### src/hdl/swpf_pkg.sv
// servo write packet framer: shared types, codes and packet constants
// used by every module of the framer; depends on nothing

package swpf_pkg;

    typedef enum logic [1:0] {
        OP_GOAL_POS    = 2'd0,
        OP_JOINT_MODE  = 2'd1,
        OP_WHEEL_MODE  = 2'd2,
        OP_WHEEL_SPEED = 2'd3
    } t_op;

    localparam logic [1:0] LINK_TOP   = 2'd0;
    localparam logic [1:0] LINK_LEFT  = 2'd1;
    localparam logic [1:0] LINK_RIGHT = 2'd2;

    localparam logic [7:0] HDR_BYTE         = 8'hFF;
    localparam logic [7:0] INSTR_WRITE      = 8'h03;
    localparam logic [7:0] LEN_LONG         = 8'h07;
    localparam logic [7:0] LEN_SHORT        = 8'h06;
    localparam logic [7:0] ADDR_GOAL_POS    = 8'h1E;
    localparam logic [7:0] ADDR_MODE        = 8'h06;
    localparam logic [7:0] ADDR_WHEEL_SPEED = 8'h20;
    localparam logic [7:0] JOINT_PAR_2      = 8'hFF;
    localparam logic [7:0] JOINT_PAR_3      = 8'h03;
    localparam logic [10:0] DIR_BIT         = 11'h400;
    localparam logic signed [15:0] SPEED_LIMIT = 16'sd1023;
    localparam logic [7:0] NODE_ID_RESET    = 8'h01;

    // byte positions inside a packet
    localparam int unsigned BYTE_IDX_W = 4;
    localparam logic [BYTE_IDX_W-1:0] IDX_HDR0  = 4'd0;
    localparam logic [BYTE_IDX_W-1:0] IDX_HDR1  = 4'd1;
    localparam logic [BYTE_IDX_W-1:0] IDX_NODE  = 4'd2;
    localparam logic [BYTE_IDX_W-1:0] IDX_LEN   = 4'd3;
    localparam logic [BYTE_IDX_W-1:0] IDX_INSTR = 4'd4;
    localparam logic [BYTE_IDX_W-1:0] IDX_ADDR  = 4'd5;
    localparam logic [BYTE_IDX_W-1:0] IDX_PAR0  = 4'd6;
    localparam logic [BYTE_IDX_W-1:0] IDX_PAR1  = 4'd7;
    localparam logic [BYTE_IDX_W-1:0] IDX_PAR2  = 4'd8;
    localparam logic [BYTE_IDX_W-1:0] IDX_PAR3  = 4'd9;
    localparam logic [BYTE_IDX_W-1:0] IDX_LAST_LONG  = 4'd10;
    localparam logic [BYTE_IDX_W-1:0] IDX_LAST_SHORT = 4'd9;

    localparam int unsigned QUEUE_DEPTH = 2;

    typedef struct packed {
        logic [1:0]  op;
        logic [1:0]  target;
        logic [9:0]  position;
        logic [15:0] speed;
        logic [7:0]  acceleration;
    } t_cmd;

    typedef struct packed {
        logic [1:0] link;
        logic [7:0] data_byte;
        logic       last;
    } t_byte;

    typedef struct packed {
        logic [1:0]      link;
        logic [7:0]      node_id;
        logic [7:0]      len;
        logic [7:0]      addr;
        logic [3:0][7:0] par;
        logic            short_pkt;
        logic [7:0]      chk;
    } t_desc;

endpackage

### src/hdl/swpf_front.sv
// framer front end: classifies a command, builds the packet descriptor
// and checksum, pushes it into the queue; depends on swpf_pkg

module swpf_front (
    input  logic           i_cmd_valid,
    input  swpf_pkg::t_cmd i_cmd,
    input  logic [7:0]     i_node_id,
    input  logic           i_q_full,
    output logic           o_push,
    output swpf_pkg::t_desc o_desc
);

    logic              emits;
    logic signed [15:0] spd_s;
    logic signed [15:0] spd_neg;
    logic [10:0]       wheel_word;
    logic [7:0]        sum;
    swpf_pkg::t_desc   desc;

    assign spd_s   = $signed(i_cmd.speed);
    assign spd_neg = -spd_s;

    // clamp to the speed limit, then sign-magnitude with direction bit
    always_comb begin
        if (spd_s > swpf_pkg::SPEED_LIMIT) begin
            wheel_word = 11'(swpf_pkg::SPEED_LIMIT);
        end else if (spd_s < -swpf_pkg::SPEED_LIMIT) begin
            wheel_word = swpf_pkg::DIR_BIT | 11'(swpf_pkg::SPEED_LIMIT);
        end else if (spd_s[15]) begin
            wheel_word = swpf_pkg::DIR_BIT | {1'b0, spd_neg[9:0]};
        end else begin
            wheel_word = spd_s[10:0];
        end
    end

    always_comb begin
        desc           = '0;
        desc.node_id   = i_node_id;
        desc.link      = swpf_pkg::LINK_TOP;
        desc.len       = swpf_pkg::LEN_LONG;
        desc.addr      = swpf_pkg::ADDR_MODE;
        desc.short_pkt = 1'b0;
        emits          = 1'b0;
        unique case (swpf_pkg::t_op'(i_cmd.op))
            swpf_pkg::OP_GOAL_POS: begin
                emits       = (i_cmd.target == swpf_pkg::LINK_TOP);
                desc.addr   = swpf_pkg::ADDR_GOAL_POS;
                desc.par[0] = i_cmd.position[7:0];
                desc.par[1] = {6'd0, i_cmd.position[9:8]};
                desc.par[2] = i_cmd.speed[7:0];
                desc.par[3] = i_cmd.speed[15:8];
            end
            swpf_pkg::OP_JOINT_MODE: begin
                emits       = (i_cmd.target == swpf_pkg::LINK_TOP);
                desc.par[2] = swpf_pkg::JOINT_PAR_2;
                desc.par[3] = swpf_pkg::JOINT_PAR_3;
            end
            swpf_pkg::OP_WHEEL_MODE: begin
                emits     = (i_cmd.target == swpf_pkg::LINK_LEFT) ||
                            (i_cmd.target == swpf_pkg::LINK_RIGHT);
                desc.link = i_cmd.target;
            end
            swpf_pkg::OP_WHEEL_SPEED: begin
                emits          = (i_cmd.target == swpf_pkg::LINK_LEFT) ||
                                 (i_cmd.target == swpf_pkg::LINK_RIGHT);
                desc.link      = i_cmd.target;
                desc.len       = swpf_pkg::LEN_SHORT;
                desc.addr      = swpf_pkg::ADDR_WHEEL_SPEED;
                desc.short_pkt = 1'b1;
                desc.par[0]    = wheel_word[7:0];
                desc.par[1]    = {5'd0, wheel_word[10:8]};
                desc.par[2]    = i_cmd.acceleration;
            end
            default: begin
                emits = 1'b0;
            end
        endcase
    end

    // unused fourth parameter is zero on short packets, so it adds nothing
    assign sum = desc.node_id + desc.len + swpf_pkg::INSTR_WRITE + desc.addr
               + desc.par[0] + desc.par[1] + desc.par[2] + desc.par[3];

    always_comb begin
        o_desc     = desc;
        o_desc.chk = ~sum;
    end

    assign o_push = i_cmd_valid && !i_q_full && emits;

endmodule

### src/hdl/swpf_queue.sv
// short descriptor queue between framer front and back
// depends on swpf_pkg

module swpf_queue #(
    parameter int unsigned DEPTH = swpf_pkg::QUEUE_DEPTH
) (
    input  logic            i_clk,
    input  logic            i_rst_n,
    input  logic            i_push,
    input  swpf_pkg::t_desc i_desc,
    input  logic            i_pop,
    output logic            o_full,
    output logic            o_valid,
    output swpf_pkg::t_desc o_desc
);

    localparam int unsigned AW = (DEPTH > 1) ? $clog2(DEPTH) : 1;
    localparam int unsigned CW = $clog2(DEPTH + 1);

    swpf_pkg::t_desc r_mem [DEPTH];
    logic [AW-1:0]   r_wptr, n_wptr;
    logic [AW-1:0]   r_rptr, n_rptr;
    logic [CW-1:0]   r_count, n_count;

    function automatic logic [AW-1:0] ptr_inc(input logic [AW-1:0] p);
        ptr_inc = (p == AW'(DEPTH - 1)) ? '0 : p + 1'b1;
    endfunction

    always_comb begin
        n_wptr  = i_push ? ptr_inc(r_wptr) : r_wptr;
        n_rptr  = i_pop  ? ptr_inc(r_rptr) : r_rptr;
        n_count = r_count + CW'(i_push) - CW'(i_pop);
    end

    always_ff @(posedge i_clk) begin
        if (!i_rst_n) begin
            r_wptr  <= '0;
            r_rptr  <= '0;
            r_count <= '0;
        end else begin
            r_wptr  <= n_wptr;
            r_rptr  <= n_rptr;
            r_count <= n_count;
        end
    end

    always_ff @(posedge i_clk) begin
        if (i_push) begin
            r_mem[r_wptr] <= i_desc;
        end
    end

    assign o_full  = (r_count == CW'(DEPTH));
    assign o_valid = (r_count != '0);
    assign o_desc  = r_mem[r_rptr];

    a_no_overflow: assert property (@(posedge i_clk) disable iff (!i_rst_n)
        o_full |-> !i_push)
        else $error("push into full queue");

    a_no_underflow: assert property (@(posedge i_clk) disable iff (!i_rst_n)
        i_pop |-> o_valid)
        else $error("pop from empty queue");

endmodule

### src/hdl/swpf_back.sv
// framer back end: walks the head descriptor into the output register one byte
// a cycle while the byte channel is not stalled; depends on swpf_pkg

module swpf_back (
    input  logic            i_clk,
    input  logic            i_rst_n,
    input  logic            i_q_valid,
    input  swpf_pkg::t_desc i_desc,
    output logic            o_pop,
    output logic            o_byte_valid,
    output swpf_pkg::t_byte o_byte,
    input  logic            i_byte_stall
);

    logic [swpf_pkg::BYTE_IDX_W-1:0] r_idx, n_idx;
    logic [swpf_pkg::BYTE_IDX_W-1:0] last_idx;
    logic                            r_valid;
    swpf_pkg::t_byte                 r_byte;
    logic                            load;
    logic                            emit;
    logic                            is_last;
    logic [7:0]                      body;

    assign load     = !r_valid || !i_byte_stall;
    assign emit     = i_q_valid && load;
    assign last_idx = i_desc.short_pkt ? swpf_pkg::IDX_LAST_SHORT
                                       : swpf_pkg::IDX_LAST_LONG;
    assign is_last  = (r_idx == last_idx);
    assign o_pop    = emit && is_last;

    always_comb begin
        unique case (r_idx)
            swpf_pkg::IDX_HDR0:  body = swpf_pkg::HDR_BYTE;
            swpf_pkg::IDX_HDR1:  body = swpf_pkg::HDR_BYTE;
            swpf_pkg::IDX_NODE:  body = i_desc.node_id;
            swpf_pkg::IDX_LEN:   body = i_desc.len;
            swpf_pkg::IDX_INSTR: body = swpf_pkg::INSTR_WRITE;
            swpf_pkg::IDX_ADDR:  body = i_desc.addr;
            swpf_pkg::IDX_PAR0:  body = i_desc.par[0];
            swpf_pkg::IDX_PAR1:  body = i_desc.par[1];
            swpf_pkg::IDX_PAR2:  body = i_desc.par[2];
            swpf_pkg::IDX_PAR3:  body = i_desc.par[3];
            default:             body = i_desc.chk;
        endcase
    end

    always_comb begin
        if (o_pop) begin
            n_idx = '0;
        end else if (emit) begin
            n_idx = r_idx + 1'b1;
        end else begin
            n_idx = r_idx;
        end
    end

    always_ff @(posedge i_clk) begin
        if (!i_rst_n) begin
            r_idx   <= '0;
            r_valid <= 1'b0;
        end else begin
            r_idx <= n_idx;
            if (load) begin
                r_valid <= emit;
            end
        end
    end

    always_ff @(posedge i_clk) begin
        if (emit) begin
            r_byte.link      <= i_desc.link;
            r_byte.data_byte <= is_last ? i_desc.chk : body;
            r_byte.last      <= is_last;
        end
    end

    assign o_byte_valid = r_valid;
    assign o_byte       = r_byte;

    a_mid_packet_has_head: assert property (@(posedge i_clk) disable iff (!i_rst_n)
        (r_idx != '0) |-> i_q_valid)
        else $error("byte index advanced with no descriptor at head");

    a_idx_in_range: assert property (@(posedge i_clk) disable iff (!i_rst_n)
        r_idx <= swpf_pkg::IDX_LAST_LONG)
        else $error("byte index past end of packet");

endmodule

### src/hdl/servo_write_packet_framer.sv
// servo write packet framer, top level: config register, front, queue, back
// depends on swpf_pkg, swpf_front, swpf_queue, swpf_back
//
// usage:
//   command channel (i_cmd_valid / o_cmd_stall / i_cmd): one command per
//   transfer. a valid command/link pairing becomes one write packet, any
//   other pairing is taken and dropped without output.
//   byte channel (o_byte_valid / i_byte_stall / o_byte): one packet byte per
//   transfer, tagged with its link; last is set on the checksum byte.
//   node_id is written over the apb port (paddr is not decoded); the user
//   must write it only while the block is idle; the block does not enforce it.
// when the back end is free, a taken command's first byte passes the queue and
//   then the output register. the byte serializer sends one byte per cycle
//   while the byte channel is not stalled; 11 bytes per long packet, 10 per wheel-speed.
// the front takes commands while the back drains, until the two-entry
//   descriptor queue is full; then o_cmd_stall rises.
// reset clears the queue, the serializer and the output valid, and sets
//   node_id to 1. a stall on the byte channel holds the output byte and
//   backs up into the queue, then the command channel.

module servo_write_packet_framer #(
    parameter int unsigned QUEUE_DEPTH = swpf_pkg::QUEUE_DEPTH
) (
    input  logic            i_clk,
    input  logic            i_rst_n,
    input  logic            i_cmd_valid,
    output logic            o_cmd_stall,
    input  swpf_pkg::t_cmd  i_cmd,
    output logic            o_byte_valid,
    input  logic            i_byte_stall,
    output swpf_pkg::t_byte o_byte,
    input  logic            psel,
    input  logic            penable,
    input  logic            pwrite,
    input  logic [1:0]      paddr,
    input  logic [31:0]     pwdata,
    output logic [31:0]     prdata,
    output logic            pready
);

    logic            [7:0] r_node_id;
    logic                  push;
    logic                  pop;
    logic                  q_full;
    logic                  q_valid;
    swpf_pkg::t_desc       push_desc;
    swpf_pkg::t_desc       head_desc;

    // single register, every offset in the window maps to it
    always_ff @(posedge i_clk) begin
        if (!i_rst_n) begin
            r_node_id <= swpf_pkg::NODE_ID_RESET;
        end else if (psel && penable && pwrite && (paddr[1:0] == paddr)) begin
            r_node_id <= pwdata[7:0];
        end
    end

    assign pready      = 1'b1;
    assign prdata      = {24'd0, r_node_id};
    assign o_cmd_stall = q_full;

    swpf_front u_front (
        .i_cmd_valid (i_cmd_valid),
        .i_cmd       (i_cmd),
        .i_node_id   (r_node_id),
        .i_q_full    (q_full),
        .o_push      (push),
        .o_desc      (push_desc)
    );

    swpf_queue #(
        .DEPTH (QUEUE_DEPTH)
    ) u_queue (
        .i_clk   (i_clk),
        .i_rst_n (i_rst_n),
        .i_push  (push),
        .i_desc  (push_desc),
        .i_pop   (pop),
        .o_full  (q_full),
        .o_valid (q_valid),
        .o_desc  (head_desc)
    );

    swpf_back u_back (
        .i_clk        (i_clk),
        .i_rst_n      (i_rst_n),
        .i_q_valid    (q_valid),
        .i_desc       (head_desc),
        .o_pop        (pop),
        .o_byte_valid (o_byte_valid),
        .o_byte       (o_byte),
        .i_byte_stall (i_byte_stall)
    );

endmodule
### config.mk
export PLATFORM = sky130hd
export DESIGN_NAME = servo_write_packet_framer
export DESIGN_NICKNAME = d
export VERILOG_FILES = /design/src/hdl/swpf_pkg.sv /design/src/hdl/swpf_front.sv /design/src/hdl/swpf_queue.sv /design/src/hdl/swpf_back.sv /design/src/hdl/servo_write_packet_framer.sv
export SDC_FILE = /design/constraint.sdc
export NUM_CORES = 1
export LEC_CHECK = 0
export ABC_CLOCK_PERIOD_IN_PS = 6800
export BUFFER_PORTS_ARGS = -buffer_cell sky130_fd_sc_hd__clkbuf_2
export CAP_MARGIN = 20
export CORE_ASPECT_RATIO = 1.1
export CORE_MARGIN = 5
export CORE_UTILIZATION = 50
export DETAILED_ROUTE_END_ITERATION = 7
export PLACE_DENSITY = 0.73
export RECOVER_POWER = 25
export SYNTH_ARGS = -nofsm -noshare
export SYNTH_HDL_FRONTEND = slang
export SYNTH_SLANG_ARGS = --single-unit
### constraint.sdc
create_clock -name i_clk -period 6.8 [get_ports i_clk]
set_input_delay 0.68 -clock i_clk [delete_from_list [all_inputs] [get_ports i_clk]]
set_output_delay 0.68 -clock i_clk [all_outputs]
set_load 0.02 [all_outputs]
Word-level counts from Yosys, hierarchy flattened

Memory sizes are Yosys's and may differ from the RTL's. A register that Yosys moved wholly into a read port is not among the register bits.
Index checks and enable logic that the tools add are counted.

Bits in writable memories: 106
Output and inout port bits: 46
Register bits after elaboration: 28
Input bits: 79
Memories kept: 1
Logic and storage cells: 82

Memory list:

| memory        | words | width | read ports | clocked after Yosys merged registers in | write ports | line             | text |
|---|---|---|---|---|---|---|---|
| u_queue.r_mem | 2     | 53    | 1          | 1                                       | 1           | swpf_queue.sv:20 | `swpf_pkg::t_desc r_mem [DEPTH];` |

$lt $le $gt $ge: 2
Add/sub/neg operators: 13
Multiplexer cells: 20
Bitwise logic cells: 2
Equality and inequality tests: 16
Reduce and logical (&&, ||, !) cells: 19

Operators with widths:

| kind                                                  | number |
|---|---|
| case mux 8 bit (9 select lines)                       | 1 |
| two-way mux 11 bit                                    | 3 |
| adder 8 bit                                           | 3 |
| case mux 8 bit (3 select lines)                       | 1 |
| case mux 11 bit (2 select lines)                      | 1 |
| adder 8 x 3 -> 8 bit                                  | 2 |
| equality test 4 x 3 -> 1 bit (second input constant)  | 4 |
| > comparator 16 x 11 -> 1 bit (second input constant) | 1 |
| < comparator 16 x 11 -> 1 bit (second input constant) | 1 |
| case mux 8 bit (2 select lines)                       | 1 |
| case mux 6 bit (2 select lines)                       | 1 |
| negator 10 bit                                        | 1 |
| adder 8 x 2 -> 8 bit (second input constant)          | 1 |
| adder 8 x 6 -> 8 bit                                  | 1 |
| equality test 2 bit (second input constant)           | 4 |
| equality test 4 x 2 -> 1 bit (second input constant)  | 2 |
| equality test 4 bit (second input constant)           | 2 |
| two-way mux 1 bit                                     | 8 |
| two-way mux 8 bit                                     | 1 |
| NOT 8 bit                                             | 1 |
| OR reduction 2 bit                                    | 4 |
| logical AND 1 bit                                     | 6 |
| adder 4 x 1 -> 4 bit (second input constant)          | 1 |
| equality test 2 x 1 -> 1 bit (second input constant)  | 2 |
| 13 further kinds                                      | 19 |

Logic depth before layout (Yosys ltp)

Gate-level depths: netlist (run 1).

Depth after elaboration: 10
Depth in mapped cells: 18
Mapped depth without buffers: 18

By module

A second synthesis (run 1) with hierarchy kept.

Cells, all modules: 681
Area total of the unflattened synthesis: 8894.8 µm²

Modules (own cells, without submodules):

| module                    | area each (µm²) | cells an instance | sequential area each (µm²) | times used |
|---|---|---|---|---|
| swpf_queue                | 5175.0          | 229               | 4124.0                     | 1 |
| swpf_front                | 1884.3          | 242               | 0.0                        | 1 |
| swpf_back                 | 1315.0          | 148               | 430.4                      | 1 |
| servo_write_packet_framer | 520.5           | 62                | 160.2                      | 1 |

Worst setup path after synthesis (run 1)

No wires, ideal clock.

Kind: input to register
From: input port i_cmd[36] (netlist bit)
To: memory u_queue.r_mem[0][0] (netlist bit), enable pin
Arrival: 4.902 ns
Cell stages on the path: 5
Required time: 6.281 ns
Slack: 1.380 ns
Buffers on the path: 1
Cell sequence: ha_1 -> clkbuf_1 -> nor2_1 -> mux2i_1 -> nor3_1

Word-level cells in the longest chain between the ends: 6
Elaborated cells between the ends (all ways): 10

Ends and longest elaborated chain:

| what                                              | line                            | text |
|---|---|---|
| start: declaration                                | servo_write_packet_framer.sv:28 | `input swpf_pkg::t_cmd i_cmd,` |
| equality test 2 bit, or another cell as far along | swpf_front.sv:44                | `unique case (swpf_pkg::t_op'(i_cmd.op))` |
| OR reduction 2 bit (no source line)               | -                               |  |
| case mux 1 bit (2 select lines) *                 | swpf_front.sv:44                |  |
| logical AND 1 bit *                               | swpf_front.sv:89                | `assign o_push = i_cmd_valid && !i_q_full && emits;` |
| two-way mux 1 bit *                               | swpf_queue.sv:48                | `if (i_push) begin` |
| two-way mux 1 bit (implied by the code) *         | swpf_queue.sv:49                | `r_mem[r_wptr] <= i_desc;` |
| end: declaration                                  | swpf_queue.sv:20                |  |

Every way passes the cells marked *; elsewhere a longest branch is shown, timed or not.

==> results of run 1 <==
==> state kept, by name (all words and copies together) (netlist names), named ones only <==
register	count
u_queue.r_wptr	1
u_queue.r_mem	98
u_back.r_idx	4
u_queue.r_count	2
u_queue.r_rptr	1
u_back.o_byte	11
r_node_id	8
u_back.o_byte_valid	1
==> path summary, 6_finish.rpt <==
path	start	endpoint	slack, ns	cells after the start
setup / recovery	i_cmd[37]	u_queue.r_mem[0][7]	1.69	16
hold / removal	u_back.o_byte_valid	u_back.o_byte_valid	0.49	2
setup reg to reg	register	u_back.o_byte[6]	2.83	6
hold reg to reg	u_back.o_byte_valid	u_back.o_byte_valid	0.49	2
==> critical path, stage by stage <==
cell and delay (ns):
clkbuf_1 0.19, ha_1 0.65, clkbuf_1 0.57, nand2_1 0.11, a21o_1 0.24, fa_1 0.51
fa_1 0.41, fa_1 0.58, inv_1 0.06, ha_1 0.28, a21oi_1 0.19, nor2b_1 0.07
o21ai_0 0.23, a21oi_1 0.14, xnor2_1 0.22, xnor2_1 0.11
==> synthesized netlist by cell type (3+ instances only) <==
cell / n
o21a_1: 3
xnor2_1: 14
o211ai_1: 3
a221o_1: 3
o21ai_0: 7
fa_1: 23
edfxtp_1: 109
ha_1: 23
a21boi_0: 8
o21ai_2: 7
a21o_1: 15
a21oi_1: 25
nor2b_1: 10
buf_2: 5
mux2i_1: 29
o31ai_1: 4
nand2b_1: 5
nand2_1: 60
dfxtp_1: 18
buf_4: 35
a32oi_1: 9
o22ai_1: 10
nand3_1: 12
nor2_1: 33
clkbuf_1: 18
nor3_1: 13
inv_1: 53
buf_1: 3
xor2_1: 6
a22oi_1: 3
and2_1: 10
mux2_2: 4
==> cell families (layout without fill, tap and decap cells) <==
| family | count (synthesis) | count (layout) |
|---|---|---|
| and+or+nand+nor | 153 | 153 |
| DFF | 127 | 127 |
| buffers and inverters | 115 | 164 |
| AOI/OAI and AO/OA | 112 | 112 |
| adders and majority gates | 46 | 46 |
| muxes | 36 | 36 |
| xor gates and xnor gates | 20 | 20 |
| other | 2 | 25 |
==> layer usage <==
layer / vias to the layer above / share of wire
met1: 2268 / 0.41
met5: - / 0
met3: 29 / 0.055
li1: 2211 / -
met2: 181 / 0.50
met4: 0 / 0.034
==> power groups by stage <==
stage,sequential [W],clock (W),combinational (W)
3_5_place_dp,0.000963,0,0.000432
6_report,0.000947,0.000879,0.000440
5_1_grt,0.000950,0.000922,0.000489
4_1_cts,0.000947,0.000885,0.000439
3_3_place_gp,0.000960,0,0.000418
2_1_floorplan,0.000968,0,0.000308
==> area by class of cell <==
cell class                      count  area, um2  share of cell area
Inverter                           53        199              0.0250
Sequential cell                   127       3630               0.457
Timing Repair Buffer               79        369              0.0464
Multi-Input combinational cell    392       2920               0.368
Clock buffer                       22        518              0.0652
Clock inverter                     10       70.1             0.00882
Tap cell                          188        235              0.0296
==> metrics by stage <==
step | total power, W | util | cell area (um2) | hold WS, ns | instances
2_1_floorplan | 0.00128 | - | 7120 | 0.449 | 634
3_3_place_gp | 0.00138 | 0.537 | 7400 | 0.463 | 839
3_5_place_dp | 0.00140 | 0.537 | 7400 | 0.489 | 839
4_1_cts | 0.00227 | 0.579 | 7990 | 0.484 | 871
5_1_grt | 0.00236 | 0.576 | 7950 | 0.493 | 871
6_report | 0.00227 | 0.576 | 7950 | 0.495 | 871
==> summary.txt, run 1 <==
Placed design
  • DP Worst Slack: around 1.5 ns
  • IO buf count: 73
  • Detailed placer's ending HPWL: 11.3 mm
  • Routability cong.: 0.947

Logic synthesis
  • Top cell type's share of synthesized area: 0.465
  • Post-Synth XOR/XNOR Area: 0.0249
  • Synth cell types: between 50 and 60
  • Synth Instances: 611
  • Ys async rst share: 0
  • Ys flop type: edfxtp_1
  • Post-Synth Adder-Cell Area: 0.106
  • Ys Warns: 0
  • Synth area leader: edfxtp_1
  • Fraction of the mapped netlist area in simple logic gates: 0.102
  • Dominant cells by area after synthesis: edfxtp_1, fa_1, dfxtp_1, mux2i_1, ha_1
  • Multiplexer share of the synthesized area: 0.0544
  • Largest family of logic cells by synthesized area: compound AO/OA/AOI/OAI gates
  • Synthesized flop and latch total: 127
  • Synth Area in Compound Gates: 0.113
  • Seq/Total Area, Yosys: 0.517
  • Post-synth EDFFs: 109
  • Synth Cell Area: 0.00703 mm2
  • Mean Syn Cell Area: roughly 12 um2

Die
  • Height of the die: 134 um
  • Initial Utilization: 0.510
  • Core ar.: approximately 0.014 mm2
  • Row Count: 45
  • # IOs: 125
  • Die Footprint: 0.0165 mm2
  • Die width: 123 um

CTS
  • H-tree levels: 4
  • Cts hold-fix bufs: 0
  • CTS Sinks: roughly 130
  • CTS tree: built
  • Clock buffer depth: 2
  • Post-CTS sizing: 0
  • Clock slew at reported path FFs: 0.06 ns
  • Total CTS buffers: 17
  • Root buf cell: clkbuf_16
  • Worst skew pair latency: 0.42 ns
  • Post-CTS setup buffer count: 0

Timing
  • RSZ-0062 raised after global routing: false
  • Fmax: around 0.20 GHz
  • Final WS setup: between 1.5 and 2 ns
  • Final Cycle Share: 0.751
  • Setup violators final: 0
  • Setup Skew: 0.00963 ns
  • Hold Fails Final Rpt: 0
  • Setup TNS: 0 ns
  • Final min period: just over 5 ns
  • Relative slew margins: -0.895
  • Slew @ Worst Pin: around 2.8 ns
  • Final Max Slew Viols: 45

Final layout
  • Layout cell share with drive strength beyond 1: 0.154
  • Commonest non-fill, non-tap cell in the layout: edfxtp_1
  • Nets@finish: approximately 800
  • Commonest non-fill, non-tap cells in the layout: edfxtp_1, nand2_1, inv_1
  • Number of diodes: 0
  • Filler instances: 1,133
  • Synth-to-Final Area Change: 13.0%

Drt
  • Detailed Route Iter0 Violations: 331
  • Drt wl/cell: between 15 and 20 um
  • Routed WL: 15.7 mm
  • # DRC: 0
  • Post-route ant nets: 0
  • Drt pass-1 iters: 5
  • Mean number of vias per cell: roughly 5.4
  • Vias: 4,689

Setup path
  • Nature of the critical path startpoint: input port
  • Critical Path AT: between 5 and 6 ns
  • Worst Setup End Kind: register
  • Crit path max fanout: 13
  • Crit Path Class: input port to register
  • Worst path required time: 6.95 ns

Global routing
  • Largest net degree at the start of global routing: 51
  • First-pass GRT wire length: 24.8 mm
  • Vias in the first global route: 4,709
  • Grt total ovfl: 0
  • GRT Overall Usage: 0.199
  • GR peak layer: met2
  • GR Util met2: 0.324
  • Met1 usage: 0.262
  • Met3 GRT Util: 0.0333
  • Initial antenna violation count: 0

Power and ir drop
  • Sw power: 0.000628 W
  • Gate power share: 0.194
  • Worst vdd ir: 177 uV
  • Power Density: between 200 and 300 mW/mm2
  • Seq pwr share: 0.418
  • Clk pwr share: 0.388
  • Switch share: 0.277
  • Internal power: 0.00164 W
  • Leakage: 2.98 nW

Min path
  • Hold Crit Class: register to register

Flow run
  • Max-Cap Viols: 1

Run status
  • Status: complete, but fails checks
  • Failing checks: capacitance limit, slew limit
(Power assumes the default switching activity.)
==> run 2, diff against run 1 <==
- ABC_CLOCK_PERIOD_IN_PS: 6800 -> 5200
- clock period: 6.8 -> 5.2 ns (I/O delays scaled with it)
==> run 2 against run 1 <==
Compared with the run above: the flow now finishes without violations; flip-flop and latch count did not move; sequential share of layout area fell by 0.32 points; via count rose by 0.51%; largest power group unchanged; wire length rose by 0.78%; global-route usage rose by 0.093 points.
==> summary.txt, run 2 (same netlist as run 1, synthesis figures left out) <==
Run status
  • Status: finished, final reports clean

Setup path
  • Reg2reg start: r_node_id[4]
  • Buf+Inv Stages, Crit Path: 2
  • Worst path most repeated cell: fa_1
  • Worst Setup End Kind: register
  • CP max-delay cell: fa_1
  • Worst path required time: ~5.4 ns
  • R2R Path End: u_queue.r_mem[1][7]
  • R2R setup slack: approximately 1.5 ns
  • Nature of the critical path startpoint: input port
  • R2R depth: 11
  • Crit path max fanout: 7
  • CP cell instances: clkbuf_2 -> nor4_4 -> nand3_2 -> o41ai_4 -> or2_4 -> o21ai_2 -> a21o_1 -> fa_1 -> fa_1 -> fa_1 -> inv_1 -> ha_1 -> nor2b_1 -> o21ai_0 -> a21oi_1 -> xnor2_1 -> xnor2_1
  • Cell family with most CP delay: adder cells
  • Critical Path Start: i_cmd[13]
  • Crit Path Class: input port to register
  • Crit path largest cell delay: 0.54 ns
  • Critical Path AT: about 4.8 ns

Global routing
  • Largest net degree at the start of global routing: 51
  • GRT Overall Usage: 0.200
  • First-pass GRT wire length: 24.8 mm
  • Vias in the first global route: 4,794
  • Initial antenna violation count: 0
  • Grt total ovfl: 0

Power and ir drop
  • Worst vdd ir: 213 uV
  • Leakage: 3.04 nW
  • Power Density: between 300 and 400 mW/mm2

Final layout
  • Layout cell share with drive strength beyond 1: 0.180
  • Filler instances: 1,123
  • Final instance area: around 0.0080 mm2
  • Largest Register: u_queue.r_mem
  • Max FFs per register: slightly below 100
  • Commonest non-fill, non-tap cells in the layout: edfxtp_1, clkbuf_2, nand2_1
  • Synth-to-Final Area Change: 13.8%
  • Commonest non-fill, non-tap cell in the layout: edfxtp_1
  • Number of diodes: 0
  • Nets@finish: roughly 800

CTS
  • H-tree levels: 4
  • Root buf cell: clkbuf_16
  • Post-CTS sizing: 0
  • Clock buffer depth: 2
  • CTS tree: built
  • CTS Sinks: 127
  • Total CTS buffers: 17
  • Worst skew pair latency: 0.41 ns
  • Cts hold-fix bufs: 0
  • Clock slew at reported path FFs: 0.06 ns
  • Post-CTS setup buffer count: 0

Placed design
  • IO buf count: 73
  • Placed Area: 0.00743 mm2
  • Detailed placer's ending HPWL: 11.8 mm
  • Routability cong.: 0.956
  • DP Worst Slack: 0.209 ns

Min path
  • Hold Path Depth: 3
  • Hold path startpoint: pwdata[7]
  • Hold Crit Class: input port to register
  • Hold Path End: r_node_id[7]

Drt
  • Routed WL: 15.8 mm
  • Drt pass-1 iters: 5
  • Mean number of vias per cell: 5.40
  • Vias: 4,713
  • Detailed Route Iter0 Violations: 333
  • Post-route ant nets: 0
  • # DRC: 0
  • Drt wl/cell: 18.1 um

Timing
  • Hold Fails Final Rpt: 0
  • Final WS setup: 0.594 ns
  • Final Max Slew Viols: 0
  • Setup Skew: 0.0110 ns
  • Relative slew margins: 0.350
  • Fin Hold WS: 0.338 ns
  • Setup violators final: 0
  • Setup TNS: 0 ns
  • Final min period: 4.61 ns
  • Fmax: approximately 0.22 GHz
  • RSZ-0062 raised after global routing: false
  • Slew @ Worst Pin: 0.976 ns
  • Final Cycle Share: 0.886

Die
  • Initial Utilization: 0.510
  • Height of the die: 134 um
  • Die width: 123 um
  • Core ar.: about 0.014 mm2
  • Die Footprint: between 0.015 and 0.02 mm2
  • # IOs: roughly 130
  • Row Count: between 40 and 50

Flow run
  • Max-Cap Viols: 0
[run 2: cell count changes in the layout (fill, tap and decap cells not counted), sizes merged]
cell,previous run,this run
clkinvlp,0,2
clkinv,5,3
inv,58,54
clkbuf,99,100
buf,2,7
[run 2: worst max-delay path by stage]
| stage | endpoint | slack, ns | cells past startpoint |
|---|---|---|---|
| after floorplan | u_queue.r_mem[0][7] | 0.65 | 16 |
| after global placement | u_queue.r_mem[0][7] | 0.29 | 18 |
| final | u_queue.r_mem[1][7] | 0.59 | 17 |
| after detailed placement | u_queue.r_mem[0][7] | 0.21 | 17 |
| after global routing | u_queue.r_mem[0][7] | 0.33 | 18 |
| after CTS | u_queue.r_mem[0][7] | 0.60 | 17 |
[run 2: per-layer routing]
layer | up-vias | GRT usage | routed length, um
met1 | 2294 | 0.249 | 6200
met4 | 0 | 0.0788 | 405
met3 | 27 | 0.0430 | 971
met2 | 177 | 0.339 | 8260
li1 | 2215 | - | -
met5 | - | 0 | 0
[run 2: stage by stage]
step	util	std cells	power (W)
after global routing	0.580	873	0.00310
after CTS	0.582	873	0.00298
final	0.580	873	0.00297
after floorplan	-	634	0.00167
after global placement	0.539	842	0.00181
after detailed placement	0.539	842	0.00184
[run 2: worst register-to-register path, cell delays in order, from the launching register on]
cell	delay [ns]
dfxtp_1	0.48
inv_1	0.11
fa_1	0.52
fa_1	0.52
fa_1	0.54
inv_1	0.04
ha_1	0.32
nor2b_1	0.15
o21ai_0	0.25
a21oi_1	0.15
xnor2_1	0.20
xnor2_1	0.10
[run 2: area by class of cell]
cell class	instances	area [um2]	area share
repair buffers	82	417	0.0520
clock buffers	25	549	0.0686
multi-input cells	392	2930	0.366
well taps	188	235	0.0294
flip-flops and latches	127	3630	0.454
clock inverters	6	42.5	0.00531
inverters	53	199	0.0248
[run 2: report_power, final]
| group | switching (W) | internal [W] | total, W |
|---|---|---|---|
| logic | 0.000364 | 0.000218 | 0.000582 |
| clock network | 0.000415 | 0.000731 | 0.00115 |
| registers | 0.0000223 | 0.00122 | 0.00124 |
| total | 0.000802 | 0.00217 | 0.00297 |
